==> config.mk <==
export PLATFORM = sky130hd
export DESIGN_NAME = utf8_replacing_decoder_counter
export DESIGN_NICKNAME = d
export VERILOG_FILES = /design/src/sv/u8rd_pkg.sv /design/src/sv/u8rd_decode.sv /design/src/sv/u8rd_emit.sv /design/src/sv/utf8_replacing_decoder_counter.sv
export SDC_FILE = /design/constraint.sdc
export NUM_CORES = 1
export LEC_CHECK = 0
export BUFFER_PORTS_ARGS = -buffer_cell sky130_fd_sc_hd__buf_2
export CAP_MARGIN = 5
export CORE_MARGIN = 2
export CORE_UTILIZATION = 55
export CTS_CLUSTER_SIZE = 25
export DETAILED_ROUTE_END_ITERATION = 16
export GPL_TIMING_DRIVEN = 0
export MAX_ROUTING_LAYER = met4
export PLACE_DENSITY = 0.84
export SLEW_MARGIN = 20
export SYNTH_ARGS = -nofsm -noshare
export SYNTH_HDL_FRONTEND = slang
export SYNTH_HIERARCHICAL = 1
export SYNTH_SLANG_ARGS = --single-unit
==> constraint.sdc <==
create_clock -name aclk -period 8.98 [get_ports aclk]
set_input_delay 2.245 -clock aclk [delete_from_list [all_inputs] [get_ports aclk]]
set_output_delay 2.245 -clock aclk [all_outputs]
set_load 0.005 [all_outputs]
==> src/sv/u8rd_pkg.sv <==
// ---------------------------------------------------------------------------
// u8rd_pkg
// Shared types, constants and helpers of the UTF-8 replacing decoder.
// ---------------------------------------------------------------------------
`default_nettype none

package u8rd_pkg;

    localparam logic [20:0] REPL_CP   = 21'h00FFFD;
    localparam logic [20:0] CP_MAX    = 21'h10FFFF;
    localparam logic [20:0] SURR_LO   = 21'h00D800;
    localparam logic [20:0] SURR_HI   = 21'h00DFFF;
    localparam logic [20:0] MIN_3B    = 21'h000800;
    localparam logic [20:0] MIN_4B    = 21'h010000;

    localparam logic [7:0]  ASCII_MAX = 8'h7F;
    localparam logic [7:0]  LEAD2_MIN = 8'hC2;
    localparam logic [7:0]  LEAD2_MAX = 8'hDF;
    localparam logic [7:0]  LEAD3_MAX = 8'hEF;
    localparam logic [7:0]  LEAD4_MAX = 8'hF7;

    localparam logic [16:0] BYTE_SAT  = 17'h1FFFF;
    localparam logic [15:0] UNIT_SAT  = 16'hFFFF;

    localparam logic [14:0] MAX_CHARS_RST = 15'h7FFF;

    typedef enum logic [1:0] {
        ST_OK    = 2'd0,
        ST_BYTES = 2'd1,
        ST_UNITS = 2'd2
    } status_t;

    // Results of one byte: nrep replacements, then an optional decoded point.
    typedef struct packed {
        logic [2:0]  nrep;
        logic        tail_vld;
        logic [20:0] tail_cp;
        logic        fin;
        status_t     status;
        logic [15:0] base_units;
    } burst_t;

    function automatic logic [1:0] units_of(input logic [20:0] cp);
        return (cp >= MIN_4B) ? 2'd2 : 2'd1;
    endfunction

    function automatic logic [15:0] sat_add(input logic [15:0] a, input logic [2:0] b);
        logic [16:0] s;
        s = {1'b0, a} + {14'd0, b};
        return s[16] ? UNIT_SAT : s[15:0];
    endfunction

endpackage

`default_nettype wire

==> src/sv/u8rd_decode.sv <==
// ---------------------------------------------------------------------------
// u8rd_decode
// Sequence state, running counts and per-byte burst description.
// ---------------------------------------------------------------------------
`default_nettype none

module u8rd_decode (
    input  wire logic            aclk,
    input  wire logic            aresetn,
    input  wire logic            accept,
    input  wire logic [7:0]      byte_value,
    input  wire logic            final_byte,
    input  wire logic [14:0]     max_chars,
    output u8rd_pkg::burst_t     burst,
    output logic                 burst_vld
);

    logic [20:0] pp_reg,     pp_next;
    logic [1:0]  needed_reg, needed_next;
    logic [1:0]  held_reg,   held_next;
    logic [15:0] unit_reg,   unit_next;
    logic [16:0] byte_reg,   byte_next;

    logic [20:0] pp_shift;
    logic [20:0] cp_done;
    logic        cont;
    logic        bad;
    logic [2:0]  len;
    logic [2:0]  nrep;
    logic        tail_vld;
    logic [20:0] tail_cp;
    logic [2:0]  add_units;
    logic [15:0] unit_new;
    logic [16:0] byte_new;
    logic [16:0] byte_limit;
    u8rd_pkg::status_t status;

    always_comb begin
        pp_shift    = {pp_reg[14:0], byte_value[5:0]};
        cont        = (needed_reg != 2'd0) && (byte_value[7:6] == 2'b10);
        pp_next     = pp_reg;
        needed_next = needed_reg;
        held_next   = held_reg;
        nrep        = 3'd0;
        tail_vld    = 1'b0;
        tail_cp     = pp_shift;
        cp_done     = pp_shift;
        len         = {1'b0, held_reg} + 3'd1;
        bad         = 1'b0;

        if (cont) begin
            if (needed_reg == 2'd1) begin
                if (len == 3'd3 && (cp_done < u8rd_pkg::MIN_3B ||
                    (cp_done >= u8rd_pkg::SURR_LO && cp_done <= u8rd_pkg::SURR_HI))) begin
                    bad = 1'b1;
                end
                if (len == 3'd4 && (cp_done < u8rd_pkg::MIN_4B ||
                    cp_done > u8rd_pkg::CP_MAX)) begin
                    bad = 1'b1;
                end
                if (bad) begin
                    nrep = len;
                end else begin
                    tail_vld = 1'b1;
                end
                pp_next     = '0;
                needed_next = 2'd0;
                held_next   = 2'd0;
            end else begin
                pp_next     = pp_shift;
                needed_next = needed_reg - 2'd1;
                held_next   = held_reg + 2'd1;
            end
        end else begin
            // flush the interrupted sequence, then decode this byte fresh
            if (needed_reg != 2'd0) begin
                nrep = {1'b0, held_reg};
            end
            pp_next     = '0;
            needed_next = 2'd0;
            held_next   = 2'd0;
            tail_cp     = {13'd0, byte_value};
            if (byte_value <= u8rd_pkg::ASCII_MAX) begin
                tail_vld = 1'b1;
            end else if (byte_value >= u8rd_pkg::LEAD2_MIN &&
                         byte_value <= u8rd_pkg::LEAD2_MAX) begin
                pp_next     = {16'd0, byte_value[4:0]};
                needed_next = 2'd1;
                held_next   = 2'd1;
            end else if (byte_value > u8rd_pkg::LEAD2_MAX &&
                         byte_value <= u8rd_pkg::LEAD3_MAX) begin
                pp_next     = {17'd0, byte_value[3:0]};
                needed_next = 2'd2;
                held_next   = 2'd1;
            end else if (byte_value > u8rd_pkg::LEAD3_MAX &&
                         byte_value <= u8rd_pkg::LEAD4_MAX) begin
                pp_next     = {18'd0, byte_value[2:0]};
                needed_next = 2'd3;
                held_next   = 2'd1;
            end else begin
                nrep = nrep + 3'd1;
            end
        end

        // truncated at string end: replace every held byte
        if (final_byte && needed_next != 2'd0) begin
            nrep = nrep + {1'b0, held_next};
        end

        add_units  = nrep + (tail_vld ? {1'b0, u8rd_pkg::units_of(tail_cp)} : 3'd0);
        unit_new   = u8rd_pkg::sat_add(unit_reg, add_units);
        byte_new   = (byte_reg == u8rd_pkg::BYTE_SAT) ? byte_reg : byte_reg + 17'd1;
        byte_limit = {1'b0, max_chars, 1'b0} + {2'd0, max_chars};

        if (byte_new > byte_limit) begin
            status = u8rd_pkg::ST_BYTES;
        end else if (unit_new > {1'b0, max_chars}) begin
            status = u8rd_pkg::ST_UNITS;
        end else begin
            status = u8rd_pkg::ST_OK;
        end

        unit_next = unit_new;
        byte_next = byte_new;
        if (final_byte) begin
            pp_next     = '0;
            needed_next = 2'd0;
            held_next   = 2'd0;
            unit_next   = '0;
            byte_next   = '0;
        end

        burst.nrep       = nrep;
        burst.tail_vld   = tail_vld;
        burst.tail_cp    = tail_cp;
        burst.fin        = final_byte;
        burst.status     = status;
        burst.base_units = unit_reg;
        burst_vld        = (nrep != 3'd0) || tail_vld;
    end

    always_ff @(posedge aclk) begin
        if (!aresetn) begin
            pp_reg     <= '0;
            needed_reg <= 2'd0;
            held_reg   <= 2'd0;
            unit_reg   <= '0;
            byte_reg   <= '0;
        end else if (accept) begin
            pp_reg     <= pp_next;
            needed_reg <= needed_next;
            held_reg   <= held_next;
            unit_reg   <= unit_next;
            byte_reg   <= byte_next;
        end
    end

endmodule

`default_nettype wire

==> src/sv/u8rd_emit.sv <==
// ---------------------------------------------------------------------------
// u8rd_emit
// Result register: plays out the burst of one byte, one result per request.
// ---------------------------------------------------------------------------
`default_nettype none

module u8rd_emit (
    input  wire logic            aclk,
    input  wire logic            aresetn,
    input  wire logic            load,
    input  wire u8rd_pkg::burst_t burst,
    input  wire logic            out_ready,
    output logic                 in_ready,
    output logic                 out_valid,
    output logic [20:0]          code_point,
    output logic [1:0]           utf16_units,
    output logic                 was_replaced,
    output logic                 string_end,
    output logic [15:0]          unit_total,
    output logic [1:0]           status
);

    logic        vld_reg;
    logic [2:0]  rem_reg;
    logic        tail_vld_reg;
    logic [20:0] tail_cp_reg;
    logic        fin_reg;
    u8rd_pkg::status_t status_reg;
    logic [15:0] total_reg;

    logic        last;
    logic        fire;
    logic [1:0]  first_units;
    logic [1:0]  next_units;

    always_comb begin
        last         = (rem_reg == 3'd0) || (rem_reg == 3'd1 && !tail_vld_reg);
        fire         = vld_reg && out_ready;
        in_ready     = !vld_reg || (out_ready && last);
        out_valid    = vld_reg;
        was_replaced = (rem_reg != 3'd0);
        code_point   = was_replaced ? u8rd_pkg::REPL_CP : tail_cp_reg;
        utf16_units  = was_replaced ? 2'd1 : u8rd_pkg::units_of(tail_cp_reg);
        string_end   = fin_reg && last;
        status       = string_end ? status_reg : u8rd_pkg::ST_OK;
        unit_total   = total_reg;
        first_units  = (burst.nrep != 3'd0) ? 2'd1 : u8rd_pkg::units_of(burst.tail_cp);
        next_units   = (rem_reg > 3'd1) ? 2'd1 : u8rd_pkg::units_of(tail_cp_reg);
    end

    always_ff @(posedge aclk) begin
        if (!aresetn) begin
            vld_reg <= 1'b0;
            rem_reg <= 3'd0;
        end else if (load) begin
            vld_reg <= 1'b1;
            rem_reg <= burst.nrep;
        end else if (fire) begin
            if (last) begin
                vld_reg <= 1'b0;
            end else if (rem_reg != 3'd0) begin
                rem_reg <= rem_reg - 3'd1;
            end
        end
    end

    always_ff @(posedge aclk) begin
        if (load) begin
            tail_vld_reg <= burst.tail_vld;
            tail_cp_reg  <= burst.tail_cp;
            fin_reg      <= burst.fin;
            status_reg   <= burst.status;
            total_reg    <= u8rd_pkg::sat_add(burst.base_units, {1'b0, first_units});
        end else if (fire && !last) begin
            total_reg    <= u8rd_pkg::sat_add(total_reg, {1'b0, next_units});
        end
    end

endmodule

`default_nettype wire

==> src/sv/utf8_replacing_decoder_counter.sv <==
// ---------------------------------------------------------------------------
// utf8_replacing_decoder_counter
// The first result of a byte is offered the cycle after the byte is accepted.
// Throughput: one byte per cycle while m_tready is high and each byte gives at
// most one result; a byte with more results holds the register until the last.
// Reset (synchronous, aresetn low) clears sequence state and counts and sets
// max_chars to 32767.
// ---------------------------------------------------------------------------
`default_nettype none

module utf8_replacing_decoder_counter (
    input  wire logic        aclk,
    input  wire logic        aresetn,
    input  wire logic        cfg_we,
    input  wire logic [14:0] cfg_wdata,     // max_chars
    input  wire logic        s_tvalid,
    output logic             s_tready,
    input  wire logic [7:0]  s_tdata,       // [7:0] byte_value
    input  wire logic        s_tlast,       // final_byte
    output logic             m_tvalid,
    input  wire logic        m_tready,
    output logic [47:0]      m_tdata,       // [20:0] code_point, [22:21] utf16_units,
                                            // [38:23] unit_total, [40:39] status
    output logic             m_tuser,       // was_replaced
    output logic             m_tlast        // string_end
);

    logic [14:0]       max_chars_reg;
    logic              s_fire;
    logic              burst_vld;
    u8rd_pkg::burst_t  burst;
    logic [20:0]       code_point;
    logic [1:0]        utf16_units;
    logic [15:0]       unit_total;
    logic [1:0]        status;

    always_ff @(posedge aclk) begin
        if (!aresetn) begin
            max_chars_reg <= u8rd_pkg::MAX_CHARS_RST;
        end else if (cfg_we) begin
            max_chars_reg <= cfg_wdata;
        end
    end

    assign s_fire = s_tvalid && s_tready;

    u8rd_decode u_decode (
        .aclk       (aclk),
        .aresetn    (aresetn),
        .accept     (s_fire),
        .byte_value (s_tdata),
        .final_byte (s_tlast),
        .max_chars  (max_chars_reg),
        .burst      (burst),
        .burst_vld  (burst_vld)
    );

    u8rd_emit u_emit (
        .aclk         (aclk),
        .aresetn      (aresetn),
        .load         (s_fire && burst_vld),
        .burst        (burst),
        .out_ready    (m_tready),
        .in_ready     (s_tready),
        .out_valid    (m_tvalid),
        .code_point   (code_point),
        .utf16_units  (utf16_units),
        .was_replaced (m_tuser),
        .string_end   (m_tlast),
        .unit_total   (unit_total),
        .status       (status)
    );

    assign m_tdata = {7'd0, status, unit_total, utf16_units, code_point};

    // status is only reported on the last result of a string
    a_status_at_end: assert property (@(posedge aclk) disable iff (!aresetn)
        m_tvalid && !m_tlast |-> status == u8rd_pkg::ST_OK)
        else $error("status set on a result that does not end the string");

    a_repl_point: assert property (@(posedge aclk) disable iff (!aresetn)
        m_tvalid && m_tuser |-> code_point == u8rd_pkg::REPL_CP && utf16_units == 2'd1)
        else $error("replacement result carries a wrong code point");

    a_units_match: assert property (@(posedge aclk) disable iff (!aresetn)
        m_tvalid && !m_tuser |->
            (utf16_units == 2'd2) == (code_point >= u8rd_pkg::MIN_4B))
        else $error("utf16_units does not match code_point");

    // a result that waits on m_tready blocks new bytes, also the last of its burst
    a_hold_input: assert property (@(posedge aclk) disable iff (!aresetn)
        m_tvalid && !m_tready |-> !s_tready)
        else $error("input accepted while the result register is stalled");

endmodule

`default_nettype wire

; After elaboration in Yosys (flattened, before gate mapping)
; Cells that the tools add are included.
[word_totals]
ff_bits = 112
in_bits = 29
[op_classes]
add_sub_neg = 12
order_cmp = 17
eq_ne = 7
n_mux = 64
n_reduce_logical = 34
[op_table]
columns = op, count
row1 = 16-bit 2-to-1 mux, 6
row2 = 15-bit 2-to-1 mux, 5
row3 = 2-bit 2-to-1 mux, 22
row4 = 21-bit by 17-bit greater-or-equal comparator with 1-bit output (second input constant), 2
row5 = 21-bit 2-to-1 mux, 2
row6 = 3-bit 2-to-1 mux, 14
row7 = 16-bit by 2-bit adder with 17-bit output, 2
row8 = 17-bit 2-to-1 mux, 2
row9 = 8-bit less-or-equal comparator (second input constant), 3
row10 = 21-bit by 16-bit greater-or-equal comparator with 1-bit output (second input constant), 1
row11 = 21-bit > comparator (second input constant), 1
row12 = 21-bit by 16-bit less-or-equal comparator with 1-bit output (second input constant), 1
row13 = 21-bit by 12-bit < comparator with 1-bit output (second input constant), 1
row14 = 21-bit by 17-bit < comparator with 1-bit output (second input constant), 1
row15 = 16-bit by 15-bit adder with 17-bit output, 1
row16 = 16-bit by 3-bit adder with 17-bit output, 1
row17 = 17-bit by 1-bit adder with 17-bit output (second input constant), 1
row18 = 17-bit equality test (second input constant), 1
row19 = 17-bit > comparator, 1
row20 = 16-bit by 15-bit > comparator with 1-bit output, 1
row21 = 8-bit > comparator (second input constant), 2
row22 = 1-bit logical AND, 15
row23 = 1-bit 2-to-1 mux, 12
row24 = 2-bit nonzero test, 6
row25 = other kinds (23), 30

; Longest topological paths before layout
; Gate-level depths: netlist (run 1).
[logic_depth]
depth_word = 18
mapped_depth = 27
depth_no_buf = 25

; Hierarchy
; Netlist (run 1), hierarchy kept.
[by_module_without_submodules]
columns = mod, instances, cells_each, area_each_um2, seq_area_each_um2
row1 = u8rd_decode, 1, 626, 4918.5, 1041.0
row2 = u8rd_emit, 1, 241, 2728.9, 1311.3
row3 = utf8_replacing_decoder_counter, 1, 58, 610.6, 300.3

; Least setup slack after synthesis (run 1)
; OpenSTA, ideal clock, no wires.
[synth_timing]
kind = input port to flip-flop
start = in s_tdata[6]
end = reg u_emit.status_reg[1], data pin
arrival_ps = 7253
slack_ps = 1466
path_stages = 26
n_path_buf = 3
path_cell_list = buf_2 > nand2_1 > nor3_1 > nor2_1 > o21ai_0 > ha_1 > inv_1 > fa_1 > mux2i_1 > fa_1 > inv_1 > fa_1 > nand2b_1 > nor2b_1 > or3_1 > clkbuf_1 > buf_1 > nand2_1 > ha_1 > nor2b_1 > o21a_1 > o21a_1 > o21bai_1 > a21oi_1 > o21ai_0 > a2bb2oi_1
[synth_lines]
columns = element, line
row1 = from (decl), utf8_replacing_decoder_counter.sv:18  ; input wire logic [7:0] s_tdata,
row2 = to (signal assigned), u8rd_emit.sv:72  ; status_reg <= burst.status;
row3 = to (decl), u8rd_emit.sv:28  ; u8rd_pkg::status_t status_reg;

==> results.txt, run 1 <==
area grow syn2layout: 11.2%
Die W: 127 microns
Leak: 3.95 nW
clock buffer count from CTS: 9
Clk Latency, worst-skew pair: 360 ps
GPL Wtd Cong: 0.919
commonest non-fill, non-tap cells in the layout: nand2_1, buf_2, dfxtp_1
Placed Instances: 1187
Root Buffer: clkbuf_16
Critical Path Fanout Max: 10
setup ws final: 959 ps
RR Endpoint: u_emit/status_reg[1]$_DFFE_PP_
Avg Cell Area, Syn: 8.93 sq um
Post-Syn Area: 0.00826 sq mm
Clock H-tree levels: 3
gate count after technology mapping: 925
hold crit path type: reg2reg
pin count of the biggest net entering global routing: 29
Clock Sinks: 112
pre-CTS WS: 631 ps
Worst Min Path Start: u_decode/byte_reg[16]$_SDFFE_PN0P_
EDFF count, synth: 41
Starting Density: 0.566
R2R cell count: 26
Fillers: 1215
final setup TNS: 0 ps
post-cts repair resize count: 0
Hold WS: 511 ps
initial drt markers: 524
CTS clk-pin slew, worst paths: 80 ps
Antenna diodes: 0
post-cts hold buffer count: 0
post-synthesis sequential area ratio: 0.321
Highest Clock Rate: 0.125 GHz
Total Wirelength: 19100 microns
# IOs: 81
vias: 7075
period utilization: 0.893
most used flip-flop cell after synthesis: dfxtp_1
crit end category: register
commonest non-fill, non-tap cell in the layout: nand2_1
CTS tree: yes
multi-input logic area: 0.00515 sq mm
Total GRT Usage: 0.247
total gr overflow: 0
max-cap check violation count: 0
CP Class: in2reg
clock buffer depth: 2
nets: 1116
Hold Path End: u_decode/byte_reg[16]$_SDFFE_PN0P_
hold depth: 2
critical path launch point type: input port
non-filler cells, final: 1203
R2R setup slack: 2290 ps
Synth Register Bits: 112
Worst R2R Start: u_decode/pp_reg[10]$_SDFFE_PN0P_
relative slew slack: 0.411
Core Rows: 44
Core Region: 0.0146 sq mm
post-route ant nets: 0
number of synthesis warnings: 6
crit path time final: 8020 ps
unique cell type count in the Yosys netlist: 79
post-DP HPWL: 14400 microns
worst endpoint required time: 9080 ps
status: complete, no violations
Die Height: 127 microns
register area: 0.00265 sq mm
# port buffers: 71
Worst EP arrival: 8120 ps
Setup violations, final: 0
DRC errors left: 0
initial antenna violation count: 0
slew at the pin with the worst max-slew slack: 861 ps
setup bufs post-CTS: 0
RSZ-0062 raised after global routing: no
Hold Fails Final Rpt: 0
layout cells sized above 1: 0.142
ys async rst share: 0
max reg flops: 21
VDD IR max: 0.201 mV
first-pass GRT wire length: 31700 microns
Max Slew Vio Count: 0
drt wl/cell: 15.8 microns
Setup Skew: 8.16 ps
PD cells: 137 mW/mm^2
die area: 0.0160 sq mm
first-pass detailed-route iteration total: 5
vias in the first global route: 6647
Vias per Instance: 5.88
## worst max-delay path by stage
stage	startpoint	to	slack, ps	depth (start not counted)
6_report	s_tdata[6]	u_emit/status_reg[1]$_DFFE_PP_	960	26
5_1_grt	s_tdata[4]	u_emit/status_reg[1]$_DFFE_PP_	440	26
4_1_cts	s_tdata[4]	u_emit/status_reg[1]$_DFFE_PP_	1010	26
3_5_place_dp	s_tdata[4]	u_emit/status_reg[1]$_DFFE_PP_	630	26
3_3_place_gp	s_tdata[6]	u_emit/status_reg[1]$_DFFE_PP_	790	26
2_1_floorplan	s_tdata[6]	u_emit/status_reg[1]$_DFFE_PP_	1470	26
## where the power goes
group	switching [mW]	leakage (nW)	internal [mW]
combinational	0.155	2.83	0.119
clock	0.209	0.144	0.197
sequential	0.0233	0.970	0.556
total	0.388	3.95	0.872
## through the flow
stage / total power, mW / area [sq um] / utilization
final: 1.26 / 9180 / 0.629
after global routing: 1.32 / 9180 / 0.629
after CTS: 1.27 / 9180 / 0.629
after detailed placement: 0.861 / 8880 / 0.609
after global placement: 0.850 / 8870 / 0.608
after floorplan: 0.772 / 8280 / -
## Yosys cell counts (5+ instances only)
master / instances / area [sq um]
buf_4: 15 / 113
a22oi_1: 9 / 67.6
nor3_1: 16 / 80.1
a21o_1: 12 / 90.1
xor2_1: 20 / 175
mux2i_1: 17 / 170
nand4_1: 19 / 119
a21oi_1: 52 / 260
nand2b_1: 24 / 150
nor2b_1: 60 / 375
clkbuf_1: 21 / 78.8
dfxtp_1: 71 / 1420
a31oi_1: 7 / 43.8
o21a_1: 20 / 150
a32o_1: 6 / 60.1
o31ai_1: 5 / 37.5
and2_1: 27 / 169
xnor2_1: 41 / 359
or3_1: 8 / 50.1
fa_1: 6 / 120
nand2_1: 79 / 297
ha_1: 67 / 838
or4_1: 7 / 52.6
a22oi_2: 7 / 87.6
o21ai_0: 30 / 150
nor4_1: 9 / 56.3
edfxtp_1: 41 / 1230
and3_1: 10 / 62.6
inv_1: 58 / 218
nand3_1: 31 / 155
nor2_1: 45 / 169
## worst max-delay path, stage by stage
cell and delay [ps]:
buf_2 180, nand2_1 130, nor3_1 550, nor2_1 150, o21ai_0 180, ha_1 200
inv_1 50, fa_1 480, mux2i_1 150, fa_1 610, inv_1 60, fa_1 420
nand2b_1 180, nor2b_1 170, or3_1 460, clkbuf_1 280, buf_1 270, nand2_1 120
ha_1 230, nor2b_1 130, o21a_1 160, o21a_1 160, o21bai_1 130, a21oi_1 90
o21ai_0 220, a2bb2oi_1 130
## final cells by class
type                            instances  share of cell area
Timing Repair Buffer                   72              0.0399
Inverter                               58              0.0237
Clock buffer                            9              0.0245
Clock inverter                          7             0.00804
Multi-Input combinational cell        716               0.561
Sequential cell                       112               0.289
Buffer                                 45              0.0285
Tap cell                              184              0.0251
## cell families after synthesis
kind of cell,after synthesis,synth area share
other,1,0.000454
multiplexers,20,0.0252
AND/OR/NAND/NOR,361,0.246
buffers and inverters,103,0.0580
flip-flops,112,0.321
AO/OA/AOI/OAI,194,0.168
adder cells (fa/ha/maj),73,0.116
XOR/XNOR,61,0.0647
## metal layers
layer | GRT usage | routed length [microns] | share of wire | vias up
met1 | 0.320 | 8620 | 0.45 | 3318
li1 | - | - | - | 3466
met5 | - | 0 | 0 | -
met3 | 0.0493 | 1140 | 0.060 | 36
met2 | 0.394 | 8930 | 0.47 | 255
met4 | 0.0685 | 367 | 0.019 | 0
Power figures use the tool's default switching activity.
==> run 2: changes to the inputs <==
--- a/config.mk
+++ b/config.mk
@@ -5,7 +5,7 @@
 export SDC_FILE = /design/constraint.sdc
 export NUM_CORES = 1
 export LEC_CHECK = 0
-export BUFFER_PORTS_ARGS = -buffer_cell sky130_fd_sc_hd__buf_2
+export BUFFER_PORTS_ARGS = -buffer_cell sky130_fd_sc_hd__clkbuf_2
 export CAP_MARGIN = 5
 export CORE_MARGIN = 2
 export CORE_UTILIZATION = 55
==> constraint.sdc (replaced) <==
create_clock -name aclk -period 8.45 [get_ports aclk]
set_input_delay 2.1125 -clock aclk [delete_from_list [all_inputs] [get_ports aclk]]
set_output_delay 2.1125 -clock aclk [all_outputs]
set_load 0.005 [all_outputs]
==> run 2 against run 1 <==
Compared with the run above: worst setup slack worse by 340 ps; critical path depth unchanged; clock skew up 0.97 ps; die area unchanged; critical path type unchanged.
==> results.txt, run 2 (synthesis gave the netlist of run 1 again) <==
Clock H-tree levels: 3
critical path launch point type: input port
Total Wirelength: 19100 microns
CP Class: in2reg
total gr overflow: 0
Highest Clock Rate: 0.128 GHz
R2R cell count: 26
clock buffer count from CTS: 9
RR Endpoint: u_emit/status_reg[1]$_DFFE_PP_
commonest non-fill, non-tap cell in the layout: nand2_1
Hold Fails Final Rpt: 0
Max Slew Vio Count: 0
crit end category: register
RSZ-0062 raised after global routing: no
area grow syn2layout: 11.3%
Total GRT Usage: 0.247
vias in the first global route: 6580
Clk Latency, worst-skew pair: 370 ps
area post-placement: 0.00888 sq mm
Crit path buffers/inverters: 5
Root Buffer: clkbuf_16
initial antenna violation count: 0
CP delay by family, top: adder cells
nets: 1116
max reg flops: 21
GPL Wtd Cong: 0.919
hold crit path type: reg2reg
busiest grt layer: met2
post-cts hold buffer count: 0
Core Rows: 44
die area: 0.0160 sq mm
Core Region: 0.0146 sq mm
Leak: 3.97 nW
post-DP HPWL: 14400 microns
Worst R2R Start: u_decode/pp_reg[10]$_SDFFE_PN0P_
Critical Path Fanout Max: 10
Vias per Instance: 5.81
hold depth: 2
GR Util met1: 0.327
drt wl/cell: 15.9 microns
layout cells sized above 1: 0.142
CTS clk-pin slew, worst paths: 80 ps
non-filler cells, final: 1203
Crit path largest cell delay: 630 ps
DRC errors left: 0
# IOs: 81
first-pass detailed-route iteration total: 5
# port buffers: 71
max-cap check violation count: 0
M2 GR Usage: 0.399
final setup TNS: 0 ps
Placed Instances: 1187
commonest non-fill, non-tap cells in the layout: nand2_1, clkbuf_2, dfxtp_1
Worst path slowest cell: fa_1
Starting Density: 0.566
post-route ant nets: 0
VDD IR max: 0.139 mV
R2R setup slack: 1720 ps
Antenna diodes: 0
Worst Min Path Start: u_decode/byte_reg[16]$_SDFFE_PN0P_
CTS tree: yes
Worst EP arrival: 7940 ps
met3 Track Usage GR: 0.0342
clock buffer depth: 2
Clock Sinks: 112
post-cts repair resize count: 0
period utilization: 0.927
Setup violations, final: 0
first-pass GRT wire length: 31800 microns
Hold Path End: u_decode/byte_reg[16]$_SDFFE_PN0P_
PD cells: 147 mW/mm^2
slew at the pin with the worst max-slew slack: 826 ps
Die Height: 127 microns
setup bufs post-CTS: 0
vias: 6986
final instance area: 0.00919 sq mm
Setup Skew: 9.13 ps
pin count of the biggest net entering global routing: 29
crit path time final: 7830 ps
worst endpoint required time: 8560 ps
relative slew slack: 0.435
initial drt markers: 525
status: complete, no violations
Die W: 127 microns
Fillers: 1220
[run 2: cell count changes in the layout (fill, tap and decap cells not counted), sizes merged]
cell / delta
buf: -71
clkbuf: +71
[run 2: area by class of cell]
cell class,count,area (sq um),share of cell area
flip-flops and latches,112,2650,0.289
well taps,184,230,0.0251
repair buffers,72,367,0.0399
clock inverters,7,82.6,0.00899
multi-input cells,716,5150,0.561
inverters,58,218,0.0237
plain buffers,45,262,0.0285
clock buffers,9,225,0.0245
[run 2: where the power goes]
group	internal (mW)	switching, mW
clock network	0.212	0.230
logic	0.126	0.164
registers	0.591	0.0257
[run 2: stage by stage]
stage | total power, mW | util | setup slack, ps | hold WS [ps]
detailed placement | 0.915 | 0.609 | 303 | 498
CTS | 1.36 | 0.630 | 663 | 506
global placement | 0.904 | 0.608 | 383 | 488
floorplan | 0.820 | - | 1070 | 461
global route | 1.41 | 0.630 | 151 | 543
finish | 1.35 | 0.630 | 616 | 512
[run 2: routing by layer]
metal | vias up | routed length, microns | part of all wire
li1 | 3464 | - | -
met4 | 0 | 276 | 0.014
met1 | 3260 | 8470 | 0.44
met5 | - | 0 | 0
met3 | 25 | 1240 | 0.065
met2 | 237 | 9150 | 0.48
[run 2: worst max path at each step]
stage,end,slack [ps],startpoint,depth (start not counted)
2_1_floorplan,u_emit/status_reg[1]$_DFFE_PP_,1070,s_tdata[6],26
3_3_place_gp,u_emit/status_reg[1]$_DFFE_PP_,380,s_tdata[6],26
3_5_place_dp,u_emit/status_reg[1]$_DFFE_PP_,300,s_tdata[4],26
4_1_cts,u_emit/status_reg[1]$_DFFE_PP_,660,s_tdata[4],26
5_1_grt,u_emit/status_reg[1]$_DFFE_PP_,150,s_tdata[6],26
6_report,u_emit/status_reg[1]$_DFFE_PP_,620,s_tdata[4],26
[run 2: tightest hold or removal path, delay by kind of cell, from the launching register on]
| kind | cells | cell delay (ps) |
|---|---|---|
| buffers and inverters | 1 | 100 |
| flip-flops | 1 | 300 |
| AO/OA/AOI/OAI | 1 | 70 |
